**src/rtl/core/tsb_pkg.sv**
```systemverilog
// shared types and codes for the countdown timer slot bank
`default_nettype none
package tsb_pkg;

    localparam int CountW = 32;
    localparam int TagW   = 16;
    localparam int SlotW  = 3;
    localparam int StatW  = 2;
    localparam int CmdW   = 3;
    localparam int SelW   = 8;
    localparam int FireW  = 4;

    localparam logic [FireW-1:0] MaxResults = 4'd8;

    localparam logic [CmdW-1:0] CMD_REG_SEC  = 3'd0;
    localparam logic [CmdW-1:0] CMD_REG_TICK = 3'd1;
    localparam logic [CmdW-1:0] CMD_UNREG    = 3'd2;
    localparam logic [CmdW-1:0] CMD_TICK     = 3'd3;
    localparam logic [CmdW-1:0] CMD_RUN      = 3'd4;

    localparam logic [StatW-1:0] ST_REGISTERED = 2'd0;
    localparam logic [StatW-1:0] ST_NO_SLOT    = 2'd1;
    localparam logic [StatW-1:0] ST_FIRED      = 2'd2;
    localparam logic [StatW-1:0] ST_DONE       = 2'd3;

    localparam logic [0:0] CFG_TICKS_PER_SEC = 1'd0;
    localparam logic [0:0] CFG_TICK_OFFSET   = 1'd1;

    localparam logic [CountW-1:0] TpsReset = 32'd251;
    localparam logic [CountW-1:0] OffReset = 32'd3;

    typedef struct packed {
        logic [TagW-1:0]   tag;
        logic [CountW-1:0] count;
    } t_slot;

endpackage
`default_nettype wire

```
**src/rtl/core/tsb_cell.sv**
```systemverilog
// one timer slot of the rotating ring: counter and handler tag
`default_nettype none
module tsb_cell (
    input  logic          i_clk,
    input  logic          i_rst_n,
    input  logic          i_shift,
    input  tsb_pkg::t_slot i_slot,
    output tsb_pkg::t_slot o_slot
);
    import tsb_pkg::*;

    logic [CountW-1:0] r_count;
    logic [TagW-1:0]   r_tag;

    always_ff @(posedge i_clk) begin
        if (!i_rst_n) begin
            r_count <= '0;
        end else if (i_shift) begin
            r_count <= i_slot.count;
        end
    end

    always_ff @(posedge i_clk) begin
        if (i_shift) begin
            r_tag <= i_slot.tag;
        end
    end

    assign o_slot.count = r_count;
    assign o_slot.tag   = r_tag;

endmodule
`default_nettype wire

```
**src/rtl/core/countdown_timer_slot_bank_core.sv**
```systemverilog
// countdown timer slot bank: command sequencer around a rotating ring of slot cells
//
// commands arrive on the s_axis channel (tuser = command, tdata = amount, tag,
// slot select); results leave on m_axis (tuser = status, tdata = slot, tag,
// tlast on the final result of a command). registers are written through the
// cfg port, only while the block is idle: a user rule the block does not enforce.
// every known command rotates the ring of SLOT_COUNT cells once, one slot per
// cycle through the head cell unless a fired slot waits on a stalled receiver.
// a seconds registration first passes the multiply stage. an unknown command
// is dropped with no result. register, unregister and tick answer once the
// scan has passed every cell. a run holds each fired slot until the scan finds
// the next one, so the final one leaves at the end of the scan.
// results sit in an output register; when the receiver stalls, the ring halts
// while a further fired slot waits, and no new command is taken until the
// last result of the current one is in the output register.
// reset frees every slot and loads the register defaults (251 and 3).
`default_nettype none
module countdown_timer_slot_bank_core #(
    parameter int SLOT_COUNT = 8
) (
    input  logic        i_clk,
    input  logic        i_rst_n,
    input  logic        i_cfg_we,
    input  logic [0:0]  i_cfg_idx,
    input  logic [31:0] i_cfg_data,
    input  logic        s_axis_tvalid,
    output logic        s_axis_tready,
    input  logic [55:0] s_axis_tdata,  // amount[31:0], handler_tag[47:32], slot_select[55:48]
    input  logic [2:0]  s_axis_tuser,  // command[2:0]
    output logic        m_axis_tvalid,
    input  logic        m_axis_tready,
    output logic [23:0] m_axis_tdata,  // slot[2:0], fired_tag[18:3], zero[23:19]
    output logic [1:0]  m_axis_tuser,  // status[1:0]
    output logic        m_axis_tlast
);
    import tsb_pkg::*;

    localparam int IdxW = (SLOT_COUNT > 1) ? $clog2(SLOT_COUNT) : 1;
    localparam logic [IdxW-1:0] IdxLast = IdxW'(SLOT_COUNT - 1);

    typedef enum logic [3:0] {
        S_IDLE = 4'b0001,
        S_CONV = 4'b0010,
        S_SCAN = 4'b0100,
        S_DONE = 4'b1000
    } t_state;

    t_state r_state, n_state;
    logic [CmdW-1:0]   r_cmd;
    logic [CountW-1:0] r_load, n_load;
    logic [TagW-1:0]   r_tag;
    logic [SelW-1:0]   r_sel;
    logic [IdxW-1:0]   r_idx, n_idx;
    logic              r_found, n_found;
    logic [SlotW-1:0]  r_found_slot, n_found_slot;
    logic [FireW-1:0]  r_fire_cnt, n_fire_cnt;
    logic              r_pend_valid, n_pend_valid;
    logic [SlotW-1:0]  r_pend_slot, n_pend_slot;
    logic [TagW-1:0]   r_pend_tag, n_pend_tag;
    logic              r_out_valid, n_out_valid;
    logic [StatW-1:0]  r_out_status, n_out_status;
    logic [SlotW-1:0]  r_out_slot, n_out_slot;
    logic [TagW-1:0]   r_out_tag, n_out_tag;
    logic              r_out_last, n_out_last;
    logic [CountW-1:0] r_tps, r_off;

    t_slot w_cell_in  [SLOT_COUNT];
    t_slot w_cell_out [SLOT_COUNT];
    t_slot w_head_next;
    logic  w_shift;
    logic  w_out_free;
    logic  w_fire;
    logic  w_accept;
    logic [CountW-1:0] w_load_eff;
    logic [SlotW-1:0]  w_idx_slot;

    // ring of slot cells
    genvar g;
    generate
        for (g = 0; g < SLOT_COUNT; g++) begin : g_cell
            if (g == SLOT_COUNT - 1) begin : g_tail
                assign w_cell_in[g] = w_head_next;
            end else begin : g_mid
                assign w_cell_in[g] = w_cell_out[g+1];
            end
            tsb_cell u_cell (
                .i_clk   (i_clk),
                .i_rst_n (i_rst_n),
                .i_shift (w_shift),
                .i_slot  (w_cell_in[g]),
                .o_slot  (w_cell_out[g])
            );
        end
    endgenerate

    assign w_out_free = !r_out_valid || m_axis_tready;
    assign w_accept   = s_axis_tvalid && s_axis_tready;
    assign w_load_eff = (r_load == '0) ? CountW'(1) : r_load;
    assign w_idx_slot = SlotW'(r_idx);
    assign w_fire     = (r_cmd == CMD_RUN) && (w_cell_out[0].count == CountW'(1))
                        && (r_fire_cnt < MaxResults);
    assign w_shift    = (r_state == S_SCAN) && !(w_fire && r_pend_valid && !w_out_free);

    // head cell update
    always_comb begin
        w_head_next = w_cell_out[0];
        case (r_cmd)
            CMD_REG_SEC, CMD_REG_TICK: begin
                if (!r_found && w_cell_out[0].count == '0) begin
                    w_head_next.count = w_load_eff;
                    w_head_next.tag   = r_tag;
                end
            end
            CMD_UNREG: begin
                if (SelW'(r_idx) == r_sel) begin
                    w_head_next.count = '0;
                end
            end
            CMD_TICK: begin
                if (w_cell_out[0].count > CountW'(1)) begin
                    w_head_next.count = w_cell_out[0].count - CountW'(1);
                end
            end
            CMD_RUN: begin
                if (w_fire) begin
                    w_head_next.count = '0;
                end
            end
            default: begin
            end
        endcase
    end

    always_comb begin
        n_state      = r_state;
        n_load       = r_load;
        n_idx        = r_idx;
        n_found      = r_found;
        n_found_slot = r_found_slot;
        n_fire_cnt   = r_fire_cnt;
        n_pend_valid = r_pend_valid;
        n_pend_slot  = r_pend_slot;
        n_pend_tag   = r_pend_tag;
        n_out_valid  = r_out_valid && !m_axis_tready;
        n_out_status = r_out_status;
        n_out_slot   = r_out_slot;
        n_out_tag    = r_out_tag;
        n_out_last   = r_out_last;
        case (r_state)
            S_IDLE: begin
                if (w_accept) begin
                    n_load       = s_axis_tdata[31:0];
                    n_idx        = '0;
                    n_found      = 1'b0;
                    n_found_slot = '0;
                    n_fire_cnt   = '0;
                    n_pend_valid = 1'b0;
                    case (s_axis_tuser)
                        CMD_REG_SEC:                       n_state = S_CONV;
                        CMD_REG_TICK, CMD_UNREG, CMD_TICK,
                        CMD_RUN:                           n_state = S_SCAN;
                        default:                           n_state = S_IDLE;
                    endcase
                end
            end
            S_CONV: begin
                n_load  = r_load * r_tps - r_off;
                n_state = S_SCAN;
            end
            S_SCAN: begin
                if (w_shift) begin
                    if ((r_cmd == CMD_REG_SEC || r_cmd == CMD_REG_TICK)
                        && !r_found && w_cell_out[0].count == '0) begin
                        n_found      = 1'b1;
                        n_found_slot = w_idx_slot;
                    end
                    if (w_fire) begin
                        if (r_pend_valid) begin
                            n_out_valid  = 1'b1;
                            n_out_status = ST_FIRED;
                            n_out_slot   = r_pend_slot;
                            n_out_tag    = r_pend_tag;
                            n_out_last   = 1'b0;
                        end
                        n_pend_valid = 1'b1;
                        n_pend_slot  = w_idx_slot;
                        n_pend_tag   = w_cell_out[0].tag;
                        n_fire_cnt   = r_fire_cnt + FireW'(1);
                    end
                    if (r_idx == IdxLast) begin
                        n_idx   = '0;
                        n_state = S_DONE;
                    end else begin
                        n_idx = r_idx + IdxW'(1);
                    end
                end
            end
            S_DONE: begin
                if (w_out_free) begin
                    n_out_valid = 1'b1;
                    n_out_last  = 1'b1;
                    n_out_slot  = '0;
                    n_out_tag   = '0;
                    n_state     = S_IDLE;
                    if (r_cmd == CMD_REG_SEC || r_cmd == CMD_REG_TICK) begin
                        n_out_status = r_found ? ST_REGISTERED : ST_NO_SLOT;
                        n_out_slot   = r_found ? r_found_slot : '0;
                    end else if (r_cmd == CMD_RUN && r_pend_valid) begin
                        n_out_status = ST_FIRED;
                        n_out_slot   = r_pend_slot;
                        n_out_tag    = r_pend_tag;
                    end else begin
                        n_out_status = ST_DONE;
                    end
                end
            end
            default: begin
                n_state = S_IDLE;
            end
        endcase
    end

    always_ff @(posedge i_clk) begin
        if (!i_rst_n) begin
            r_state      <= S_IDLE;
            r_idx        <= '0;
            r_found      <= 1'b0;
            r_fire_cnt   <= '0;
            r_pend_valid <= 1'b0;
            r_out_valid  <= 1'b0;
            r_tps        <= TpsReset;
            r_off        <= OffReset;
        end else begin
            r_state      <= n_state;
            r_idx        <= n_idx;
            r_found      <= n_found;
            r_fire_cnt   <= n_fire_cnt;
            r_pend_valid <= n_pend_valid;
            r_out_valid  <= n_out_valid;
            if (i_cfg_we) begin
                case (i_cfg_idx)
                    CFG_TICKS_PER_SEC: r_tps <= i_cfg_data;
                    CFG_TICK_OFFSET:   r_off <= i_cfg_data;
                    default: begin
                    end
                endcase
            end
        end
    end

    always_ff @(posedge i_clk) begin
        if (w_accept) begin
            r_cmd <= s_axis_tuser;
            r_tag <= s_axis_tdata[47:32];
            r_sel <= s_axis_tdata[55:48];
        end
        r_load       <= n_load;
        r_found_slot <= n_found_slot;
        r_pend_slot  <= n_pend_slot;
        r_pend_tag   <= n_pend_tag;
        r_out_status <= n_out_status;
        r_out_slot   <= n_out_slot;
        r_out_tag    <= n_out_tag;
        r_out_last   <= n_out_last;
    end

    assign s_axis_tready = (r_state == S_IDLE);
    assign m_axis_tvalid = r_out_valid;
    assign m_axis_tdata  = {5'd0, r_out_tag, r_out_slot};
    assign m_axis_tuser  = r_out_status;
    assign m_axis_tlast  = r_out_last;

endmodule
`default_nettype wire

```
**config.mk**
```make
export PLATFORM = sky130hd
export DESIGN_NAME = countdown_timer_slot_bank_core
export DESIGN_NICKNAME = d
export VERILOG_FILES = /design/src/rtl/core/tsb_pkg.sv /design/src/rtl/core/tsb_cell.sv /design/src/rtl/core/countdown_timer_slot_bank_core.sv
export SDC_FILE = /design/constraint.sdc
export NUM_CORES = 2
export LEC_CHECK = 0
export ABC_AREA = 1
export BUFFER_PORTS_ARGS = -buffer_cell sky130_fd_sc_hd__buf_2
export CAP_MARGIN = 20
export CORE_UTILIZATION = 30
export DETAILED_ROUTE_END_ITERATION = 16
export SLEW_MARGIN = 20
export SYNTH_ARGS = -nofsm -noshare
export SYNTH_HDL_FRONTEND = slang
export SYNTH_SLANG_ARGS = --single-unit
```
**constraint.sdc**
```tcl
create_clock -name i_clk -period 8.65 [get_ports i_clk]
set_input_delay 0.865 -clock i_clk [delete_from_list [all_inputs] [get_ports i_clk]]
set_output_delay 0.865 -clock i_clk [all_outputs]
set_load 0.02 [all_outputs]
```
==> metrics.yaml <==
status:
  status: "complete, no violations"
route:
  first_iter_violations: 2135
  drt_wl_total_mm: 102
  postRouteAntennaNets: 0
  route.detailed.wl_per_inst_um: 15.5
  dr.pass1.iters: 5
  vias: 29500
  drc: 0
  avgViaCountPerCell: 4.49
sta:
  tns_ps: 0
  fmax_mhz: 126
  finalHoldViolations: 0
  relSlewSlack_pct: 25.6
  skew_ps: 39.4
  setup_violations: 0
  whs_ps: 403
  period_minus_slack_ps: 7940
  finalCritPeriodShare_pct: 91.8
  rsz0062_at_grt: "no"
  worst_pin_slew_ps: 1120
  slew_violations: 0
clock_tree:
  htreeDepth: 3
  clock-sinks: 565
  cts_tree: "yes"
  cts_buffer_depth: 3
  hold_buffers: 0
  insertion_delay_ps: 650
  cts_root_buf: "clkbuf_16"
  cts_resized: 0
  cts_setup_buffers: 0
  cts_inserted_buffers: 66
  path_clk_slew_ps: 60
global_route:
  first_global_vias: 28900
  antenna_found_initial: 4
  overflow: 0
  grt_first_pass_wirelength_mm: 162
  grt_max_degree: 155
  track_usage_pct: 15.6
worst_setup_path:
  reg2reg_depth: 24
  cp-start-kind: "flop"
  startpoint: "r_load[11]"
  timing.rr.end: "r_load[29]"
  end_kind: "flop"
  rrSetupSlack_ps: 710
  required_ps: 9040
  crit_arrival_ps: 8320
  r2r-start: "r_load[11]"
  crit_fanout: 19
  crit_type: "reg2reg"
flow_run:
  cap_violations: 0
synthesis:
  synth_ff_type: "dfxtp_1"
  synth_top_area_share_pct: 22.4
  syn_area_um2: 39200
  ys_ff_latch: 565
  synth_async_sr_flop_share_pct: 0
  syn_avg_cell_area_um2: 8.26
  synthCells: 4747
  ys_warn_count: 0
  yosys.area.top_type: "fa_1"
  yosys.cell_types.count: 52
  synth_edf_count: 231
  synth_seq_area_share_pct: 34.7
  netlist_top_cells_area: "fa_1 (22%), edfxtp_1 (18%), dfxtp_1 (17%)"
min_path:
  min_to: "r_tag[15]"
  worst_hold_path.num_cells: 1
  min_path_type: "in2reg"
  hp-start: "s_axis_tdata[47]"
final_layout:
  nFillCells: 13500
  final-seq-area_um2: 13600
  syn_to_final_growth_pct: 11.7
  nets: 5433
  drive_above_1_share_pct: 7.13
  multiInputGateArea_um2: 20700
placement:
  dp_hpwl_mm: 75.9
  numPortBuffers: 120
  routabilityCongestion: 0.868
floorplan:
  fp.dieW_um: 364
  die_h_um: 364
  rows: 132
  dieArea_um2: 132000
  design.core.area_um2: 130000
  pin_count: 126
  start_util_pct: 30.3
-- how the worst max path moves through the flow --
| stage | to | slack, ps | depth (start not counted) |
|---|---|---|---|
| after detailed placement | r_load[29] | 780 | 24 |
| after global routing | r_load[29] | 430 | 24 |
| after CTS | r_load[29] | 700 | 24 |
| after floorplan | r_load[23] | 1750 | 26 |
| after global placement | r_load[29] | 760 | 24 |
| final | r_load[29] | 710 | 24 |
-- through the flow --
stage / utilization [%] / cell area, um2 / setup WS, ps / std cells
2_1_floorplan: - / 39200 / 1750 / 4751
3_3_place_gp: 32.0 / 41500 / 765 / 6431
3_5_place_dp: 32.0 / 41500 / 781 / 6431
4_1_cts: 33.8 / 43800 / 702 / 6552
5_1_grt: 33.8 / 43800 / 434 / 6552
6_report: 33.8 / 43800 / 713 / 6553
-- area by class of cell --
type                       instances  share of cell area [%]
antenna                            1                 0.00571
clock buffer                      95                    4.32
clock inverter                    26                   0.877
inverter                        1064                    9.13
multi-input combinational       2884                    47.1
sequential                       565                    31.1
tap                             1742                    4.98
timing repair buffer             176                    2.44
-- state kept, by name, summed over array words and instances, names as in the netlist, 4 cells and up --
| name | flops |
|---|---|
| r_pend_tag | 16 |
| r_tps | 32 |
| r_off | 32 |
| r_load | 32 |
| r_state | 4 |
| r_fire_cnt | 4 |
| g_cell.u_cell.r_tag | 128 |
| r_out_tag | 16 |
| r_sel | 8 |
| r_tag | 16 |
| g_cell.u_cell.r_count | 256 |
-- logic make-up (layout without fill, tap and decap cells) --
logic type / Yosys count / in the layout / share of synthesized area [%]
AOI/OAI and AO/OA: 553 / 553 / 7.44
xor gates and xnor gates: 27 / 27 / 0.603
adders and majority gates: 579 / 579 / 26.9
buffers and inverters: 1302 / 1361 / 12.7
DFF: 565 / 565 / 34.7
other: 1 / 6 / 0.00956
and+or+nand+nor: 1720 / 1720 / 17.6
-- worst max-delay path, stage by stage (launching register included) --
cell,delay [ps]
edfxtp_1,1080
buf_4,360
nand2_1,70
inv_1,120
fa_1,400
inv_1,80
fa_1,470
fa_1,550
inv_1,50
fa_1,480
fa_1,590
fa_1,470
fa_1,510
inv_1,70
fa_1,510
inv_1,60
ha_1,390
nand2_1,180
nor3_1,320
nand4_1,170
nand3_1,170
a31oi_1,120
or2_2,280
nand3_1,100
nand2_1,60
-- cells in the mapped netlist (8+ instances only) --
master and number:
a21oi_1 129, a221oi_1 9, a31oi_1 14, buf_1 19
buf_2 43, clkbuf_1 165, dfxtp_1 334, edfxtp_1 231
fa_1 439, ha_1 140, inv_1 1051, inv_2 11
nand2_1 962, nand2_2 12, nand3_1 82, nand3b_1 8
nand4_1 23, nor2_1 558, nor2_2 14, nor3_1 26
nor4_1 12, o21ai_0 299, o21ai_1 72, or2_2 9
xnor2_1 16, xor2_1 11
-- placed cells by master (no fill, tap or decap), types with 7 or more instances in the layout --
master / count
clkbuf_8: 9
buf_4: 53
or2_2: 9
edfxtp_1: 231
o21ai_1: 72
xnor2_1: 16
a21oi_1: 128
nand2_2: 12
clkbuf_1: 16
nand3b_1: 8
dfxtp_1: 334
nor2_1: 557
buf_2: 119
inv_2: 10
nor4_1: 12
o21ai_0: 299
xor2_1: 11
nand3_1: 81
a221oi_1: 9
a31oi_1: 14
ha_1: 140
nand4_1: 23
nand2_1: 961
nor3_1: 26
fa_1: 439
nor2_4: 7
inv_1: 1051
nor2_2: 14
clkbuf_16: 68
-- metal layers --
layer / part of all wire [%] / up-vias / GRT usage [%]
met5: 0.040 / - / 0
met1: 47 / 14300 / 22.1
li1: - / 14300 / -
met4: 2.6 / 6 / 4.82
met3: 6.5 / 147 / 2.50
met2: 44 / 770 / 24.3
Power is not shown: default switching activity piles up to over one toggle a cycle in this logic, so the estimate is an artifact.
